<file path="src/rtl/core/pdt_pkg.sv">
// ----------------------------------------------------------------------------
// pdt_pkg: shared types and constants for the peer device table
// Request codes, field widths and the token that walks the slot chain.
// ----------------------------------------------------------------------------
`default_nettype none

package pdt_pkg;

    localparam int SLOTS_DEF = 4;

    localparam int REQ_W   = 3;
    localparam int MAC_W   = 48;
    localparam int IP_W    = 32;
    localparam int PORT_W  = 16;
    localparam int SLOT_W  = 2;
    localparam int COUNT_W = 3;

    localparam int IN_DATA_W  = 104;
    localparam int OUT_DATA_W = 104;

    localparam logic [REQ_W-1:0] REQ_INSERT  = 3'd0;
    localparam logic [REQ_W-1:0] REQ_REMOVE  = 3'd1;
    localparam logic [REQ_W-1:0] REQ_FIND_MAC = 3'd2;
    localparam logic [REQ_W-1:0] REQ_FIND_EP = 3'd3;
    localparam logic [REQ_W-1:0] REQ_READ    = 3'd4;

    localparam logic [COUNT_W-1:0] COUNT_MAX = 3'd7;

    typedef struct packed {
        logic [REQ_W-1:0]   req;
        logic [MAC_W-1:0]   mac;
        logic [IP_W-1:0]    ip;
        logic [PORT_W-1:0]  port;
        logic [SLOT_W-1:0]  idx;
        logic               found;
        logic [SLOT_W-1:0]  slot;
        logic [MAC_W-1:0]   res_mac;
        logic [IP_W-1:0]    res_ip;
        logic [PORT_W-1:0]  res_port;
        logic [COUNT_W-1:0] count;
    } pdt_tok_t;

endpackage

`default_nettype wire

</file>
<file path="src/rtl/core/peer_device_table.sv">
// ----------------------------------------------------------------------------
// peer_device_table: small fully associative table of peer entries
// Insert, remove, find by MAC, find by IP and port, and read by slot.
// ----------------------------------------------------------------------------
// Each request walks a chain of SLOTS cells, one cell per cycle, and its
// token is registered in each cell and read from the last one. The chain is
// pipelined, so a new request is taken every cycle; the whole chain halts
// while a result waits on m_axis_tready. Requests see the table strictly in
// arrival order.
`default_nettype none

module peer_device_table #(
    parameter int SLOTS = pdt_pkg::SLOTS_DEF
) (
    input  wire logic                            clk,
    input  wire logic                            rst_n,
    input  wire logic                            s_axis_tvalid,
    output logic                                 s_axis_tready,
    // mac_addr[47:0], ip_addr[79:48], port_num[95:80], slot_index[97:96], zero
    input  wire logic [pdt_pkg::IN_DATA_W-1:0]   s_axis_tdata,
    // req_type[2:0]
    input  wire logic [pdt_pkg::REQ_W-1:0]       s_axis_tuser,
    output logic                                 m_axis_tvalid,
    input  wire logic                            m_axis_tready,
    // status[0], hit_slot[2:1], mac_out[50:3], ip_out[82:51], port_out[98:83],
    // entry_count[101:99], zero
    output logic [pdt_pkg::OUT_DATA_W-1:0]       m_axis_tdata
);

    logic              en;
    logic              vld [SLOTS+1];
    pdt_pkg::pdt_tok_t tok [SLOTS+1];
    pdt_pkg::pdt_tok_t tok_head;
    pdt_pkg::pdt_tok_t res;

    assign en = !vld[SLOTS] || m_axis_tready;
    assign s_axis_tready = en;

    always_comb
    begin
        tok_head          = '0;
        tok_head.req      = s_axis_tuser;
        tok_head.mac      = s_axis_tdata[47:0];
        tok_head.ip       = s_axis_tdata[79:48];
        tok_head.port     = s_axis_tdata[95:80];
        tok_head.idx      = s_axis_tdata[97:96];
        if (s_axis_tuser == pdt_pkg::REQ_READ)
        begin
            tok_head.slot = s_axis_tdata[97:96];
        end
    end

    assign tok[0] = tok_head;
    assign vld[0] = s_axis_tvalid;

    for (genvar i = 0; i < SLOTS; i++)
    begin : g_cell
        pdt_cell #(
            .CELL_IDX (i)
        ) u_cell (
            .clk     (clk),
            .rst_n   (rst_n),
            .en      (en),
            .vld_in  (vld[i]),
            .tok_in  (tok[i]),
            .vld_out (vld[i+1]),
            .tok_out (tok[i+1])
        );
    end

    assign res = tok[SLOTS];
    assign m_axis_tvalid = vld[SLOTS];
    assign m_axis_tdata  = {2'b00, res.count, res.res_port, res.res_ip, res.res_mac,
                            res.slot, !res.found};

endmodule

`default_nettype wire

</file>
<file path="src/rtl/core/pdt_cell.sv">
// ----------------------------------------------------------------------------
// pdt_cell: one slot of the peer device table
// Holds one entry, serves the passing request against it and hands the
// updated token to the next cell.
// ----------------------------------------------------------------------------
`default_nettype none

module pdt_cell #(
    parameter int CELL_IDX = 0
) (
    input  wire logic             clk,
    input  wire logic             rst_n,
    input  wire logic             en,
    input  wire logic             vld_in,
    input  wire pdt_pkg::pdt_tok_t tok_in,
    output logic                  vld_out,
    output pdt_pkg::pdt_tok_t     tok_out
);

    localparam logic [pdt_pkg::SLOT_W-1:0] CELL_SLOT = pdt_pkg::SLOT_W'(CELL_IDX);
    localparam bit IDX_REACHABLE = (CELL_IDX < (1 << pdt_pkg::SLOT_W));

    logic                        valid_reg;
    logic [pdt_pkg::MAC_W-1:0]   mac_reg;
    logic [pdt_pkg::IP_W-1:0]    ip_reg;
    logic [pdt_pkg::PORT_W-1:0]  port_reg;

    logic                        vld_reg;
    pdt_pkg::pdt_tok_t           tok_reg;

    logic                        cond;
    logic                        take;
    logic                        valid_after;
    logic [pdt_pkg::COUNT_W:0]   sum;
    pdt_pkg::pdt_tok_t           tok_next;

    always_comb
    begin
        unique case (tok_in.req)
            pdt_pkg::REQ_INSERT:   cond = !valid_reg;
            pdt_pkg::REQ_REMOVE:   cond = valid_reg && (mac_reg == tok_in.mac);
            pdt_pkg::REQ_FIND_MAC: cond = valid_reg && (mac_reg == tok_in.mac);
            pdt_pkg::REQ_FIND_EP:  cond = valid_reg && (ip_reg == tok_in.ip)
                                          && (port_reg == tok_in.port);
            pdt_pkg::REQ_READ:     cond = IDX_REACHABLE && valid_reg
                                          && (tok_in.idx == CELL_SLOT);
            default:               cond = 1'b0;
        endcase
    end

    assign take = vld_in && !tok_in.found && cond;

    always_comb
    begin
        valid_after = valid_reg;
        tok_next    = tok_in;
        if (take)
        begin
            tok_next.found = 1'b1;
            tok_next.slot  = CELL_SLOT;
            if (tok_in.req == pdt_pkg::REQ_INSERT)
            begin
                valid_after       = 1'b1;
                tok_next.res_mac  = tok_in.mac;
                tok_next.res_ip   = tok_in.ip;
                tok_next.res_port = tok_in.port;
            end
            else
            begin
                if (tok_in.req == pdt_pkg::REQ_REMOVE)
                begin
                    valid_after = 1'b0;
                end
                tok_next.res_mac  = mac_reg;
                tok_next.res_ip   = ip_reg;
                tok_next.res_port = port_reg;
            end
        end
        sum = {1'b0, tok_in.count} + {{pdt_pkg::COUNT_W{1'b0}}, valid_after};
        if (sum > {1'b0, pdt_pkg::COUNT_MAX})
        begin
            tok_next.count = pdt_pkg::COUNT_MAX;
        end
        else
        begin
            tok_next.count = sum[pdt_pkg::COUNT_W-1:0];
        end
    end

    always_ff @(posedge clk or negedge rst_n)
    begin
        if (!rst_n)
        begin
            valid_reg <= 1'b0;
            vld_reg   <= 1'b0;
        end
        else if (en)
        begin
            valid_reg <= valid_after;
            vld_reg   <= vld_in;
        end
    end

    always_ff @(posedge clk)
    begin
        if (en)
        begin
            tok_reg <= tok_next;
            if (take && (tok_in.req == pdt_pkg::REQ_INSERT))
            begin
                mac_reg  <= tok_in.mac;
                ip_reg   <= tok_in.ip;
                port_reg <= tok_in.port;
            end
        end
    end

    assign vld_out = vld_reg;
    assign tok_out = tok_reg;

    a_found_kept: assert property (@(posedge clk) disable iff (!rst_n)
        (en && vld_in && tok_in.found) |=> tok_out.found)
        else $error("pdt_cell: resolved request lost its hit");

    a_insert_fills: assert property (@(posedge clk) disable iff (!rst_n)
        (en && take && (tok_in.req == pdt_pkg::REQ_INSERT)) |=> valid_reg)
        else $error("pdt_cell: insert did not mark slot valid");

    a_remove_clears: assert property (@(posedge clk) disable iff (!rst_n)
        (en && take && (tok_in.req == pdt_pkg::REQ_REMOVE)) |=> !valid_reg)
        else $error("pdt_cell: remove did not clear slot");

    a_state_idle: assert property (@(posedge clk) disable iff (!rst_n)
        (!en || !vld_in) |=> $stable(valid_reg))
        else $error("pdt_cell: slot changed without a request");

endmodule

`default_nettype wire
</file>
<file path="config.mk">
export PLATFORM = sky130hd
export DESIGN_NAME = peer_device_table
export DESIGN_NICKNAME = d
export VERILOG_FILES = /design/src/rtl/core/pdt_pkg.sv /design/src/rtl/core/peer_device_table.sv /design/src/rtl/core/pdt_cell.sv
export SDC_FILE = /design/constraint.sdc
export NUM_CORES = 2
export LEC_CHECK = 0
export BUFFER_PORTS_ARGS = -buffer_cell sky130_fd_sc_hd__buf_4
export CELL_PAD_IN_SITES_DETAIL_PLACEMENT = 1
export CELL_PAD_IN_SITES_GLOBAL_PLACEMENT = 1
export CORE_MARGIN = 8
export CORE_UTILIZATION = 49
export DETAILED_ROUTE_END_ITERATION = 10
export GPL_ROUTABILITY_DRIVEN = 0
export GPL_TIMING_DRIVEN = 0
export PLACE_DENSITY_LB_ADDON = 0.05
export SLEW_MARGIN = 10
export SYNTH_ARGS = -nofsm -noshare
export SYNTH_HDL_FRONTEND = slang
export SYNTH_HIERARCHICAL = 1
export SYNTH_SLANG_ARGS = --single-unit
</file>
<file path="constraint.sdc">
create_clock -name clk -period 22.9 [get_ports clk]
set_clock_uncertainty 0.05 [all_clocks]
set_input_delay 1.145 -clock clk [delete_from_list [all_inputs] [get_ports clk]]
set_output_delay 1.145 -clock clk [all_outputs]
set_load 0.01 [all_outputs]
</file>
==> key figures <==
Run status
  – Status: complete, no violations

Worst setup path
  – Worst Setup SP: s_axis_tdata[28]
  – Kind of critical path: in2reg
  – Crit end category: flip-flop
  – Critical Path Source Type: input port
  – Worst r2r src: g_cell[0].u_cell/tok_out[201]$_DFFE_PP_
  – Critical path required time: 23.22 ns
  – CP arrival: 4.72 ns
  – Worst-path maximum fanout: 34

STA
  – Final setup fails: 0
  – Max Freq: 227 MHz
  – Tcrit/Tclk final: 19.2%
  – Fin. max-slew vios: 0
  – Least-Margin Pin Slew: 1.11 ns
  – Final Hold Vio Count: 0
  – Unrepaired setup endpoints after global routing: no
  – Setup TNS: 0 ns
  – Slew headroom: 25.1%
  – Minimum clock period: 4.40 ns

Clock tree
  – Clock Latency Late Sink: 0.69 ns
  – Clock transition at path regs: 0.06 ns
  – Post-CTS Resized: 0
  – # hold bufs at CTS: 0
  – Num CTS Buffers: 117
  – Setup Buffers After CTS: 0
  – Htree depth: 3
  – Clock Sinks: 1103
  – Root cell of the clock tree: clkbuf_16
  – TritonCTS clock tree: done
  – CTS Buffer Depth: 3

Place
  – Post-DP HPWL: 91.5 mm
  – Port bufs: 208
  – Inst Count DP: 4253

Pwr
  – Clock power frac: 29.6%
  – Flop pwr share: 52.1%
  – Pwr per Cell Area: 112 nW/um2
  – Maximum vdd ir drop: 0.0000699 V
  – Combinational share of power: 18.3%
  – Cell leakage power: 0.0191 uW
  – Power Internal: 4450 uW
  – Psw: 1770 uW
  – Switching share of power: 28.4%

Run
  – Maxcap violations: 0

Floorplan
  – Io pins: 217
  – Die area: 108000 um2
  – Initial core utilization: 49.4%
  – Core ar.: 96600 um2
  – Die Wd: 328 um
  – Die height: 328 um
  – Site row count: 114

Global routing
  – Remaining Overflow, GRT: 0
  – Initial antenna violation count: 24
  – First-pass GRT wire length: 179 mm
  – GRT Resource Usage Total: 22.6%
  – Number of global-route vias before repair: 25675
  – Largest net degree at the start of global routing: 66

Drt
  – DR DRC count: 0
  – First-pass DRT Iterations: 5
  – Routed vias/inst: 5.54
  – Initial DRC count: 2518
  – Antenna-violating nets left: 0
  – Vias post-DR: 24803
  – WL final: 124 mm
  – Wire length per cell: 27.7 um

Synth
  – Syn avg cell area: 18.0 um2
  – Synth Instances: 2645
  – Cell Area, Synth: 47700 um2
  – Yosys Warn Count: 6

Finish
  – Area Growth Syn to Fin: 16.3%
  – Max FFs per register: 711
  – Net count, final: 3215
  – Util after Layout: 57.4%
  – Share of layout cells above drive strength 1: 28.4%
  – Fin cells: 4479

Hold path
  – Hold crit path type: in2async
-- power by group through the flow --
| stage | registers [uW] | clock network, uW | logic (uW) |
|---|---|---|---|
| 6_report | 3240 | 1840 | 1140 |
| 2_1_floorplan | 3400 | 0 | 605 |
| 4_1_cts | 3230 | 1890 | 1150 |
| 3_3_place_gp | 3640 | 0 | 1080 |
| 3_5_place_dp | 3270 | 0 | 1140 |
| 5_1_grt | 3280 | 1950 | 1220 |
-- critical path, stage by stage --
cell,delay (ns)
buf_4,0.13
xor2_1,0.14
nor4_1,0.77
nand4_1,0.24
or4_4,0.59
a31oi_4,0.24
buf_8,0.22
buf_6,0.19
and2_4,0.45
buf_12,0.30
buf_12,0.26
-- layout by cell type (no fill, tap or decap), types with 8 or more instances in the layout --
| cell | count |
|---|---|
| bufinv_16 | 10 |
| buf_16 | 14 |
| mux2_1 | 318 |
| nand2b_1 | 16 |
| buf_8 | 32 |
| conb_1 | 107 |
| ha_1 | 8 |
| dfrtp_1 | 8 |
| buf_4 | 214 |
| nor4_1 | 52 |
| nand4_1 | 60 |
| or2_2 | 8 |
| o21ai_0 | 8 |
| edfxtp_1 | 1095 |
| nand2_1 | 20 |
| clkinv_1 | 23 |
| nor2_1 | 23 |
| a21oi_1 | 10 |
| clkbuf_1 | 72 |
| nand3_1 | 18 |
| xnor2_1 | 204 |
| clkbuf_16 | 120 |
| inv_1 | 25 |
| nor3_1 | 8 |
| clkinv_2 | 29 |
| mux2_2 | 446 |
| xor2_1 | 172 |
-- area by class of cell --
type                            instances  area [um2]
Fill cell                            8620       41100
Sequential cell                      1103       33100
Multi-Input combinational cell       1535       14200
Clock buffer                          150        3120
Timing Repair Buffer                  226        2030
Tap cell                             1276        1600
Buffer                                 88         761
Clock inverter                         71         613
Inverter                               25        93.8
Antenna cell                            5        12.5
-- stage by stage --
stage | hold slack, ns | total power, uW | worst slack, ns | instance area, um2
floorplan | 0.377 | 4010 | 0.323 | 48100
global placement | 0.426 | 4720 | -8.23 | 51200
detailed placement | 0.434 | 4410 | 17.77 | 51700
CTS | 0.194 | 6270 | 18.51 | 55500
global route | 0.218 | 6450 | 18.36 | 55500
finish | 0.253 | 6220 | 18.50 | 55500
-- path summary, 6_finish.rpt --
check	endpoint	slack, ns	cells past startpoint
max in group asynchronous	g_cell[0].u_cell/valid_reg$_DFFE_PN0P_	22.34	1
worst max register to register	g_cell[1].u_cell/mac_reg[20]$_DFFE_PP_	18.62	6
worst min register to register	g_cell[3].u_cell/mac_reg[43]$_DFFE_PP_	0.44	0
min in group clk	g_cell[3].u_cell/mac_reg[43]$_DFFE_PP_	0.44	0
worst min-delay path	g_cell[2].u_cell/vld_out$_DFFE_PN0P_	0.25	1
worst max-delay path	g_cell[0].u_cell/ip_reg[8]$_DFFE_PP_	18.50	11
-- layer usage --
layer / routed length [um] / part of all wire [%] / vias up / track usage (%)
met1: 64100 / 52 / 12899 / 37.6
met2: 50200 / 40 / 724 / 30.4
li1: - / - / 11045 / -
met3: 7880 / 6.3 / 133 / 3.80
met4: 1900 / 1.5 / 2 / 5.07
met5: 15 / 0.012 / - / 0
Note: power is estimated with default switching activity, not from simulation.
